## config.mk

```make
export PLATFORM = sky130hd
export DESIGN_NAME = string_hash_engine
export DESIGN_NICKNAME = d
export VERILOG_FILES = /design/src/hdl/shash_pkg.sv /design/src/hdl/string_hash_engine.sv /design/src/hdl/shash_front.sv /design/src/hdl/shash_queue.sv /design/src/hdl/shash_fold.sv /design/src/hdl/shash_finish.sv
export SDC_FILE = /design/constraint.sdc
export NUM_CORES = 2
export LEC_CHECK = 0
export BUFFER_PORTS_ARGS = -buffer_cell sky130_fd_sc_hd__buf_2
export CAP_MARGIN = 20
export CELL_PAD_IN_SITES_DETAIL_PLACEMENT = 1
export CELL_PAD_IN_SITES_GLOBAL_PLACEMENT = 2
export CORE_ASPECT_RATIO = 2
export CORE_MARGIN = 2
export CORE_UTILIZATION = 46
export CTS_CLUSTER_SIZE = 16
export DETAILED_ROUTE_END_ITERATION = 6
export GPL_ROUTABILITY_DRIVEN = 0
export PLACE_DENSITY_LB_ADDON = 0.12
export REMOVE_ABC_BUFFERS = 1
export SLEW_MARGIN = 20
export SYNTH_ARGS = -nofsm -noshare
export SYNTH_HDL_FRONTEND = slang
export SYNTH_HIERARCHICAL = 1
export SYNTH_SLANG_ARGS = --single-unit
```

## constraint.sdc

```tcl
create_clock -name clock -period 13.85 [get_ports clock]
set_clock_uncertainty 0.05 [all_clocks]
set_input_delay 0 -clock clock [delete_from_list [all_inputs] [get_ports clock]]
set_output_delay 0 -clock clock [all_outputs]
set_load 0.03 [all_outputs]
```

## src/hdl/shash_pkg.sv

```systemverilog
`timescale 1ns / 1ps
`default_nettype none
package shash_pkg;

   localparam int unsigned HASH_W      = 32;
   localparam int unsigned BYTE_W      = 8;
   localparam int unsigned CSR_INDEX_W = 1;
   localparam int unsigned CSR_DATA_W  = 3;
   localparam int unsigned QUEUE_DEPTH = 4;

   localparam logic [HASH_W-1:0] SEED_DJB2 = 32'd5381;
   localparam logic [HASH_W-1:0] SEED_FNV  = 32'd2166136261;
   localparam logic [HASH_W-1:0] PRIME_FNV = 32'd16777619;
   localparam logic [HASH_W-1:0] MIX_MULT  = 32'h3243f6a9;

   typedef enum logic [2:0] {
      ALGO_SUM  = 3'd0,
      ALGO_DJB2 = 3'd1,
      ALGO_SDBM = 3'd2,
      ALGO_OAAT = 3'd3,
      ALGO_FNV  = 3'd4
   } algo_type;

   typedef enum logic [CSR_INDEX_W-1:0] {
      CSR_ALGORITHM  = 1'b0,
      CSR_MIX_ENABLE = 1'b1
   } csr_index_type;

   typedef struct packed {
      logic [BYTE_W-1:0] data_byte;
      logic              has_byte;
      logic              last;
   } entry_type;

   typedef struct packed {
      algo_type algo;
      logic     mix_enable;
   } fin_ctl_type;

   // unused codes fall back to the byte sum
   function automatic algo_type algo_decode(input logic [2:0] value);
      algo_type code;
      unique case (value)
         3'd1:    code = ALGO_DJB2;
         3'd2:    code = ALGO_SDBM;
         3'd3:    code = ALGO_OAAT;
         3'd4:    code = ALGO_FNV;
         default: code = ALGO_SUM;
      endcase
      return code;
   endfunction

   function automatic logic [HASH_W-1:0] seed_of(input algo_type code);
      logic [HASH_W-1:0] seed;
      unique case (code)
         ALGO_DJB2: seed = SEED_DJB2;
         ALGO_FNV:  seed = SEED_FNV;
         default:   seed = '0;
      endcase
      return seed;
   endfunction

   function automatic logic [HASH_W-1:0] fold_byte(input algo_type          code,
                                                    input logic [HASH_W-1:0] h,
                                                    input logic [BYTE_W-1:0] c);
      logic [HASH_W-1:0] c_ext;
      logic [HASH_W-1:0] t;
      logic [HASH_W-1:0] result;
      c_ext = {{(HASH_W-BYTE_W){1'b0}}, c};
      t     = '0;
      unique case (code)
         ALGO_DJB2: result = (h << 5) + h + c_ext;
         ALGO_SDBM: result = c_ext + (h << 6) + (h << 16) - h;
         ALGO_OAAT: begin
            t      = h + c_ext;
            t      = t + (t << 10);
            result = t ^ (t >> 6);
         end
         ALGO_FNV:  result = (h * PRIME_FNV) ^ c_ext;
         default:   result = h + c_ext;
      endcase
      return result;
   endfunction

endpackage
`default_nettype wire

```

## src/hdl/string_hash_engine.sv

```systemverilog
// Throughput: one byte per cycle while req_stall is low; the running hash updates in a
// loop through a single register, and the finish runs in a four-stage pipe (mixer
// multiply has its own stage).
// Reset (synchronous): algorithm djb2, mixer enabled, running hash 5381,
// queue and finishing pipe empty.
`timescale 1ns / 1ps
`default_nettype none
module string_hash_engine
   import shash_pkg::*;
#(
   parameter int unsigned QueueDepth = QUEUE_DEPTH
)
(
   input  wire logic                   clock,
   input  wire logic                   reset,
   input  wire logic                   req_valid,
   output logic                        req_stall,
   input  wire logic [BYTE_W-1:0]      req_data_byte,
   input  wire logic                   req_has_byte,
   input  wire logic                   req_last,
   output logic                        rsp_valid,
   input  wire logic                   rsp_stall,
   output logic [HASH_W-1:0]           rsp_hash_value,
   input  wire logic                   csr_write_enable,
   input  wire logic [CSR_INDEX_W-1:0] csr_index,
   input  wire logic [CSR_DATA_W-1:0]  csr_write_data
);

   logic              q_full, q_push, q_pop, q_valid;
   entry_type         q_entry, q_head;
   logic              fin_ready, fin_valid;
   logic [HASH_W-1:0] fin_hash;
   fin_ctl_type       fin_ctl;

   shash_front u_front (
      .req_valid     (req_valid),
      .req_stall     (req_stall),
      .req_data_byte (req_data_byte),
      .req_has_byte  (req_has_byte),
      .req_last      (req_last),
      .q_full        (q_full),
      .q_push        (q_push),
      .q_entry       (q_entry)
   );

   shash_queue #(
      .Depth (QueueDepth)
   ) u_queue (
      .clock      (clock),
      .reset      (reset),
      .push       (q_push),
      .push_entry (q_entry),
      .full       (q_full),
      .pop        (q_pop),
      .valid      (q_valid),
      .head       (q_head)
   );

   shash_fold u_fold (
      .clock            (clock),
      .reset            (reset),
      .csr_write_enable (csr_write_enable),
      .csr_index        (csr_index),
      .csr_write_data   (csr_write_data),
      .q_valid          (q_valid),
      .q_head           (q_head),
      .q_pop            (q_pop),
      .fin_ready        (fin_ready),
      .fin_valid        (fin_valid),
      .fin_hash         (fin_hash),
      .fin_ctl          (fin_ctl)
   );

   shash_finish u_finish (
      .clock          (clock),
      .reset          (reset),
      .fin_valid      (fin_valid),
      .fin_hash       (fin_hash),
      .fin_ctl        (fin_ctl),
      .fin_ready      (fin_ready),
      .rsp_valid      (rsp_valid),
      .rsp_stall      (rsp_stall),
      .rsp_hash_value (rsp_hash_value)
   );

endmodule
`default_nettype wire

```

## src/hdl/shash_front.sv

```systemverilog
`timescale 1ns / 1ps
`default_nettype none
module shash_front
   import shash_pkg::*;
(
   input  wire logic              req_valid,
   output logic                   req_stall,
   input  wire logic [BYTE_W-1:0] req_data_byte,
   input  wire logic              req_has_byte,
   input  wire logic              req_last,
   input  wire logic              q_full,
   output logic                   q_push,
   output entry_type              q_entry
);

   logic accept;

   assign req_stall = q_full;
   assign accept    = req_valid & ~q_full;

   // drop idle transactions: no byte and no end of string
   assign q_push = accept & (req_has_byte | req_last);

   always_comb begin
      q_entry.data_byte = req_data_byte;
      q_entry.has_byte  = req_has_byte;
      q_entry.last      = req_last;
   end

endmodule
`default_nettype wire

```

## src/hdl/shash_queue.sv

```systemverilog
`timescale 1ns / 1ps
`default_nettype none
module shash_queue
   import shash_pkg::*;
#(
   parameter int unsigned Depth = QUEUE_DEPTH
)
(
   input  wire logic      clock,
   input  wire logic      reset,
   input  wire logic      push,
   input  wire entry_type push_entry,
   output logic           full,
   input  wire logic      pop,
   output logic           valid,
   output entry_type      head
);

   localparam int unsigned PTR_W = (Depth > 1) ? $clog2(Depth) : 1;
   localparam int unsigned CNT_W = $clog2(Depth + 1);

   entry_type          store_ff [Depth];
   logic [PTR_W-1:0]   wr_ptr_ff, wr_ptr_in;
   logic [PTR_W-1:0]   rd_ptr_ff, rd_ptr_in;
   logic [CNT_W-1:0]   count_ff, count_in;

   assign full  = (count_ff == CNT_W'(Depth));
   assign valid = (count_ff != '0);
   assign head  = store_ff[rd_ptr_ff];

   always_comb begin
      wr_ptr_in = wr_ptr_ff;
      rd_ptr_in = rd_ptr_ff;
      count_in  = count_ff;
      if (push) begin
         wr_ptr_in = (wr_ptr_ff == PTR_W'(Depth - 1)) ? '0 : wr_ptr_ff + 1'b1;
      end
      if (pop) begin
         rd_ptr_in = (rd_ptr_ff == PTR_W'(Depth - 1)) ? '0 : rd_ptr_ff + 1'b1;
      end
      if (push && !pop) begin
         count_in = count_ff + 1'b1;
      end else if (pop && !push) begin
         count_in = count_ff - 1'b1;
      end
   end

   always_ff @(posedge clock) begin
      if (reset) begin
         wr_ptr_ff <= '0;
         rd_ptr_ff <= '0;
         count_ff  <= '0;
      end else begin
         wr_ptr_ff <= wr_ptr_in;
         rd_ptr_ff <= rd_ptr_in;
         count_ff  <= count_in;
      end
   end

   always_ff @(posedge clock) begin
      if (push) begin
         store_ff[wr_ptr_ff] <= push_entry;
      end
   end

endmodule
`default_nettype wire

```

## src/hdl/shash_fold.sv

```systemverilog
`timescale 1ns / 1ps
`default_nettype none
module shash_fold
   import shash_pkg::*;
(
   input  wire logic                   clock,
   input  wire logic                   reset,
   input  wire logic                   csr_write_enable,
   input  wire logic [CSR_INDEX_W-1:0] csr_index,
   input  wire logic [CSR_DATA_W-1:0]  csr_write_data,
   input  wire logic                   q_valid,
   input  wire entry_type              q_head,
   output logic                        q_pop,
   input  wire logic                   fin_ready,
   output logic                        fin_valid,
   output logic [HASH_W-1:0]           fin_hash,
   output fin_ctl_type                 fin_ctl
);

   algo_type          algo_ff, algo_in;
   logic              mix_ff, mix_in;
   logic [HASH_W-1:0] hash_ff, hash_in;
   logic [HASH_W-1:0] folded;

   assign folded = q_head.has_byte ? fold_byte(algo_ff, hash_ff, q_head.data_byte) : hash_ff;

   // a string end waits until the finishing pipe has room
   assign q_pop     = q_valid & (~q_head.last | fin_ready);
   assign fin_valid = q_pop & q_head.last;
   assign fin_hash  = folded;

   always_comb begin
      fin_ctl.algo       = algo_ff;
      fin_ctl.mix_enable = mix_ff;
   end

   always_comb begin
      algo_in = algo_ff;
      mix_in  = mix_ff;
      hash_in = hash_ff;
      if (q_pop) begin
         hash_in = q_head.last ? seed_of(algo_ff) : folded;
      end
      if (csr_write_enable) begin
         unique case (csr_index_type'(csr_index))
            CSR_ALGORITHM: begin
               algo_in = algo_decode(csr_write_data);
               hash_in = seed_of(algo_decode(csr_write_data));
            end
            CSR_MIX_ENABLE: mix_in = csr_write_data[0];
            default: ;
         endcase
      end
   end

   always_ff @(posedge clock) begin
      if (reset) begin
         algo_ff <= ALGO_DJB2;
         mix_ff  <= 1'b1;
         hash_ff <= SEED_DJB2;
      end else begin
         algo_ff <= algo_in;
         mix_ff  <= mix_in;
         hash_ff <= hash_in;
      end
   end

endmodule
`default_nettype wire

```

## src/hdl/shash_finish.sv

```systemverilog
`timescale 1ns / 1ps
`default_nettype none
module shash_finish
   import shash_pkg::*;
(
   input  wire logic              clock,
   input  wire logic              reset,
   input  wire logic              fin_valid,
   input  wire logic [HASH_W-1:0] fin_hash,
   input  wire fin_ctl_type       fin_ctl,
   output logic                   fin_ready,
   output logic                   rsp_valid,
   input  wire logic              rsp_stall,
   output logic [HASH_W-1:0]      rsp_hash_value
);

   logic              s1_valid_ff, s2_valid_ff, s3_valid_ff, out_valid_ff;
   logic [HASH_W-1:0] s1_hash_ff, s2_hash_ff, s3_hash_ff;
   fin_ctl_type       s1_ctl_ff;
   logic              s2_mix_ff, s3_mix_ff;
   logic              out_free, s3_free, s2_free, s1_free;
   logic [HASH_W-1:0] s2_hash_in, s3_hash_in, out_hash_in;
   logic [HASH_W-1:0] t;
   logic              s2_mix_in;

   assign out_free  = ~out_valid_ff | ~rsp_stall;
   assign s3_free   = ~s3_valid_ff | out_free;
   assign s2_free   = ~s2_valid_ff | s3_free;
   assign s1_free   = ~s1_valid_ff | s2_free;
   assign fin_ready = s1_free;

   assign rsp_valid = out_valid_ff;

   // one-at-a-time finalization, or the first xor-shift of the djb2 mixer
   always_comb begin
      t          = s1_hash_ff;
      s2_mix_in  = (s1_ctl_ff.algo == ALGO_DJB2) & s1_ctl_ff.mix_enable;
      s2_hash_in = s1_hash_ff;
      if (s1_ctl_ff.algo == ALGO_OAAT) begin
         t          = t + (t << 3);
         t          = t ^ (t >> 11);
         s2_hash_in = t + (t << 15);
      end else if (s2_mix_in) begin
         s2_hash_in = s1_hash_ff ^ (s1_hash_ff >> 16);
      end
   end

   assign s3_hash_in  = s2_mix_ff ? s2_hash_ff * MIX_MULT : s2_hash_ff;
   assign out_hash_in = s3_mix_ff ? s3_hash_ff ^ (s3_hash_ff >> 16) : s3_hash_ff;

   always_ff @(posedge clock) begin
      if (reset) begin
         s1_valid_ff  <= 1'b0;
         s2_valid_ff  <= 1'b0;
         s3_valid_ff  <= 1'b0;
         out_valid_ff <= 1'b0;
      end else begin
         if (s1_free) begin
            s1_valid_ff <= fin_valid;
         end
         if (s2_free) begin
            s2_valid_ff <= s1_valid_ff;
         end
         if (s3_free) begin
            s3_valid_ff <= s2_valid_ff;
         end
         if (out_free) begin
            out_valid_ff <= s3_valid_ff;
         end
      end
   end

   always_ff @(posedge clock) begin
      if (s1_free) begin
         s1_hash_ff <= fin_hash;
         s1_ctl_ff  <= fin_ctl;
      end
      if (s2_free) begin
         s2_hash_ff <= s2_hash_in;
         s2_mix_ff  <= s2_mix_in;
      end
      if (s3_free) begin
         s3_hash_ff <= s3_hash_in;
         s3_mix_ff  <= s2_mix_ff;
      end
      if (out_free) begin
         rsp_hash_value <= out_hash_in;
      end
   end

endmodule
`default_nettype wire

```

Word-level counts from Yosys, hierarchy flattened --
Memory sizes are Yosys's and may differ from the RTL's. A register that Yosys moved wholly into a read port is not among the register bits. Index checks and enable logic that the tools add are counted. Widths: inputs -> output; s select.
Word-level totals: flip-flop bits (word level) 181, bits in writable memories 40, bits of input ports 19, output and inout bits 34, logic and storage cells 104, memories kept 1
Memories:
- u_queue.store_ff | depth 4, bits a word 10, rd ports 1, clocked after Yosys merged registers in 1, wr ports 1, line shash_queue.sv:22 | entry_type store_ff [Depth];
Operators by class: add/sub/neg operators 13, $mul 2, eq/ne operators 15, multiplexer cells 23, bitwise operators 24, reductions and logical operators 8
Operators with widths (count):
- $mux 32 | 9
- $add 32x32->32 | 5
- $pmux 32 s2 | 2
- $pmux 32 s4 | 1
- $add 32x8->32 | 2
- $xor 32x16->32 | 2
- $add 8x32->32 | 1
- $mul 32x25->32 const B | 1
- $mul 32x30->32 const B | 1
- $sub 32x32->32 | 1
- $xor 32x21->32 | 1
- $xor 32x26->32 | 1
- $xor 32x8->32 | 1
- $eq 3x2->1 const B | 5
- $eq 3x1->1 const B | 4
- $eq 3x3->1 const B | 4
- $mux 3 | 4
- $pmux 3 s4 | 1
- $mux 2 | 4
- $not 1->1 | 8
- $or 1x1->1 | 6
- $and 1x1->1 | 5
- $add 2x1->2 const B | 2
- $eq 2x2->1 const B | 2
- other kinds (8) | 12

Depth between registers and ports, before layout --
word-level depth 10, depth in mapped cells 25, mapped depth without buffers 25

Modules after synthesis --
The synthesis kept the hierarchy.
By module, submodules not included:
- shash_finish | times used 1, cells each 1444, area each 15598.7 µm²
- shash_fold | times used 1, cells each 1879, area each 14859.3 µm²
- shash_queue | times used 1, cells each 96, area each 1884.3 µm²
- shash_front | times used 1, cells each 13, area each 98.8 µm²

Worst setup path after synthesis --
OpenSTA, ideal clock, no wires.
kind register -> register, start reg u_finish.s2_hash_ff[6], end reg u_finish.s3_hash_ff[30] (data pin), setup time 260 ps, data arrival time 6167 ps, data required time 13540 ps, path slack 7374 ps, stages on the path, launching flop included 24, clock period less this slack 6476 ps, cells stage by stage edfxtp_1 -> ha_1 -> fa_1 -> fa_1 -> inv_1 -> fa_1 -> inv_1 -> fa_1 -> inv_1 -> fa_1 -> inv_1 -> fa_1 -> ha_1 -> ha_1 -> a21o_1 -> a21oi_1 -> o21bai_1 -> a21oi_1 -> o21ai_0 -> a31oi_2 -> o21ai_1 -> a221oi_2 -> xnor2_1 -> mux2_2
Between the ends: word-level cells in the longest chain between the ends 2
Ends and longest elaborated chain:
- start, declared | line shash_finish.sv:18 | logic [HASH_W-1:0] s1_hash_ff, s2_hash_ff, s3_hash_ff;
- start signal, assigned | line shash_finish.sv:79 | s2_hash_ff <= s2_hash_in;
- $mul 32x30->32 | line shash_finish.sv:48 | assign s3_hash_in = s2_mix_ff ? s2_hash_ff * MIX_MULT : s2_hash_ff;
- $mux 32 | line shash_finish.sv:48
- net u_finish.s3_hash_in[30] | line shash_finish.sv:22 | logic [HASH_W-1:0] s2_hash_in, s3_hash_in, out_hash_in;
- end signal, assigned | line shash_finish.sv:83 | s3_hash_ff <= s3_hash_in;
- end, declared | line shash_finish.sv:18
The timed path passes the listed nets, and every way through them passes these cells. A chain may end at the register's enable or synchronous reset.

Worst setup path in the final report --
start reg u_finish.s2_hash_ff[9], end reg u_finish.s3_hash_ff[29] (data pin)
Same word-level chain as after synthesis.

==> summary.txt <==
Route
  – Post-DRT Antenna Nets: 0
  – Drt via density: 6.086
  – Vias: ~27000
  – Initial DRC count: approximately 1100
  – # DRC: 0
  – First-pass iteration count of the detailed router: 5
  – Routed WL: 130400 µm
  – Routed len/inst: between 20 and 30 µm

Synth
  – Synth warn: 6
  – Post-synth EDFFs: ~170
  – Yosys top cell by area: ha_1
  – Unique cell type count in the Yosys netlist: between 90 and 100
  – Asr flop ratio synth: 0%
  – #FFs+latches synth: about 220
  – Top_reg_cell synth: edfxtp_1
  – Synth top area cells: ha_1, fa_1, edfxtp_1
  – Mean Syn Cell Area: 9.453 µm²
  – Top cell type's share of synthesized area: a little over a fifth
  – Sequential area share after synthesis: roughly a fifth
  – Post-synth top cells: inv_1, ha_1, fa_1, xnor2_1, nand2_1
  – Syn Inst Count: roughly 3400
  – Cell with the most instances after synthesis: inv_1
  – Synthesized cell area: 32440 µm²

Setup path
  – Endpoint class of the critical path: register
  – Crit path depth: 23
  – WP data arrival: 7.97 ns
  – Crit-path cells: inv_1 > fa_1 > xnor2_1 > ha_1 > inv_1 > fa_1 > inv_1 > ha_1 > inv_1 > fa_1 > inv_1 > fa_1 > fa_1 > ha_1 > ha_1 > nand3_1 > inv_1 > and3_1 > o21ai_1 > a31oi_1 > a31oi_1 > xnor2_1 > mux2_2
  – Critical Path Slowest Stage Cell: edfxtp_1
  – Critical path's top delay family: adder cells
  – Crit path largest cell delay: between 0.7 and 0.8 ns
  – Worst Setup Start Kind: register
  – R2R cell count: 23
  – CP Max Fanout: 9
  – CP Class: reg2reg
  – Critical Path RT: around 14 ns
  – Crit path buf inv count: 6
  – Crit path top cell by count: inv_1

Timing
  – Worst Tran Pin Value: roughly 1.2 ns
  – WHS: around 0.12 ns
  – Final hold vios: 0
  – Slew Viols, Final: 0
  – RSZ-0062 raised after global routing: no
  – Sum Neg Setup Slack: 0 ns
  – Max Clk Rate: 130.1 MHz
  – Worst slew margin: ~17%
  – Fin crit share: between 50% and 60%
  – Post-layout min period: just under 8 ns
  – Setup violators final: 0

Floorplanning
  – Num rows: 137
  – Number of I/O pins: 53
  – Chip width: 191.8 µm
  – Die Y: roughly 380 µm
  – Full die area: roughly 73000 µm²
  – Core area: roughly 70000 µm²
  – Initial Utilization: between 40% and 50%

Hold path
  – Hold Path Class: in2reg
  – WHS Path Cells: 2

Flow run
  – Maxcap violations: 0

Clock network
  – Num CTS Buffers: 25
  – Clock net sink count: around 220
  – Clock root buffer: clkbuf_16
  – Buffer count from post-CTS setup fixing: 0
  – CTS tree: built
  – Worst-Skew Late Latency: about 0.60 ns
  – CTS hold repair buffers: 23
  – H-tree levels: 1
  – CTS clk-pin slew, worst paths: ~0.070 ns
  – Number of gates resized after cts: 0
  – Clock buffer depth: 3

Global routing
  – Largest net degree at the start of global routing: 56
  – GRT overflow: 0
  – Vias in the first global route: approximately 31000
  – Initial antenna violation count: 7
  – All-Layer GR Usage: between 30% and 40%
  – First-pass GRT wire length: 190400 µm

Run status
  – Status: finished, final reports clean

Place
  – I/O Buffers: between 50 and 60
  – Placed Instances: 4354
  – Dpl hpwl: 107800 µm

Layout
  – Area grow syn2layout: 7.833%
  – Nets: ~4400
  – Post-Layout Cell Count: ~4400
  – Ratio of cells with drive above 1 in the final layout: 6.106%
  – Fill cells: 7953
==> cells by family (layout without fill, tap and decap cells) <==
logic type | after synthesis | count (layout) | synth area share (%)
adder cells (fa/ha/maj) | 842 | 842 | 38.93
AO/OA/AOI/OAI | 731 | 731 | 14.75
buffers and inverters | 651 | 740 | 7.717
AND/OR/NAND/NOR | 629 | 629 | 9.125
XOR/XNOR | 324 | 324 | 8.932
flip-flops | 223 | 223 | 19.13
multiplexers | 32 | 32 | 1.412
other | 0 | 1 | 0
==> final timing paths <==
path | startpoint | endpoint | slack [ns]
worst max register to register | u_finish/s2_hash_ff[9]$_DFFE_PP_ | u_finish/s3_hash_ff[29]$_DFFE_PP_ | 6.16
worst max-delay path | u_finish/s2_hash_ff[9]$_DFFE_PP_ | u_finish/s3_hash_ff[29]$_DFFE_PP_ | 6.16
worst min-delay path | req_data_byte[4] | u_queue/store_ff[1][6]$_DFFE_PP_ | 0.12
worst min register to register | u_finish/s3_hash_ff[29]$_DFFE_PP_ | u_finish/rsp_hash_value[29]$_DFFE_PP_ | 0.40
==> through the flow <==
step | util, % | setup WS, ns | area (µm²)
final | 50.14 | 6.163 | 34980
after global routing | 50.14 | 5.926 | 34980
after CTS | 50.10 | 6.248 | 34950
after detailed placement | 48.54 | 6.298 | 33860
after global placement | 48.53 | 6.477 | 33860
after floorplan | - | 7.373 | 32070
==> cell type report <==
class,count,area (µm²),area share (%)
multi-input cells,2558,23770,67.95
inverters,569,2136,6.105
diodes,1,2.502,0.007153
well taps,903,1130,3.230
clock buffers,26,629.4,1.799
repair buffers,125,878.3,2.511
clock inverters,20,231.5,0.6617
flip-flops and latches,223,6206,17.74
==> cell usage in the layout, fill, tap and decap left out, types with 23 or more instances in the layout <==
cell type	synthesis	layout
a21o_1	74	74
a21oi_1	192	192
a31oi_1	25	25
and2_1	24	24
and3_1	25	25
buf_2	2	52
buf_4	13	49
clkbuf_16	0	25
dfxtp_1	49	49
dlygate4sd3_1	0	23
edfxtp_1	174	174
fa_1	279	279
ha_1	563	563
inv_1	567	567
nand2_1	197	197
nand2b_1	26	26
nand3_1	47	46
nor2_1	185	184
nor2b_1	24	24
nor3_1	31	31
o21a_1	26	26
o21ai_0	144	143
o21bai_1	25	25
o22ai_1	23	23
xnor2_1	221	219
xor2_1	97	97
==> registers in the layout, summed over array words and instances (netlist names), 3 cells and up, named ones only <==
register and flops:
u_queue/store_ff 40, u_finish/s3_hash_ff 32, u_finish/s2_hash_ff 32, u_fold/hash_ff 32
u_finish/s1_hash_ff 32, u_fold/algo_ff 3, u_queue/count_ff 3, u_finish/s1_ctl_ff 4
u_finish/rsp_hash_value 32
==> layer usage <==
metal / share of wire (%) / vias to the layer above / global-route usage [%]
met1: 28 / 13461 / 28.50
met4: 15 / 10 / 42.02
met5: 0.049 / - / 0
li1: - / 11884 / -
met3: 4.3 / 669 / 6.086
met2: 53 / 908 / 67.62
Power is not shown: default switching activity piles up to over one toggle a cycle in this logic, so the estimate is an artifact.
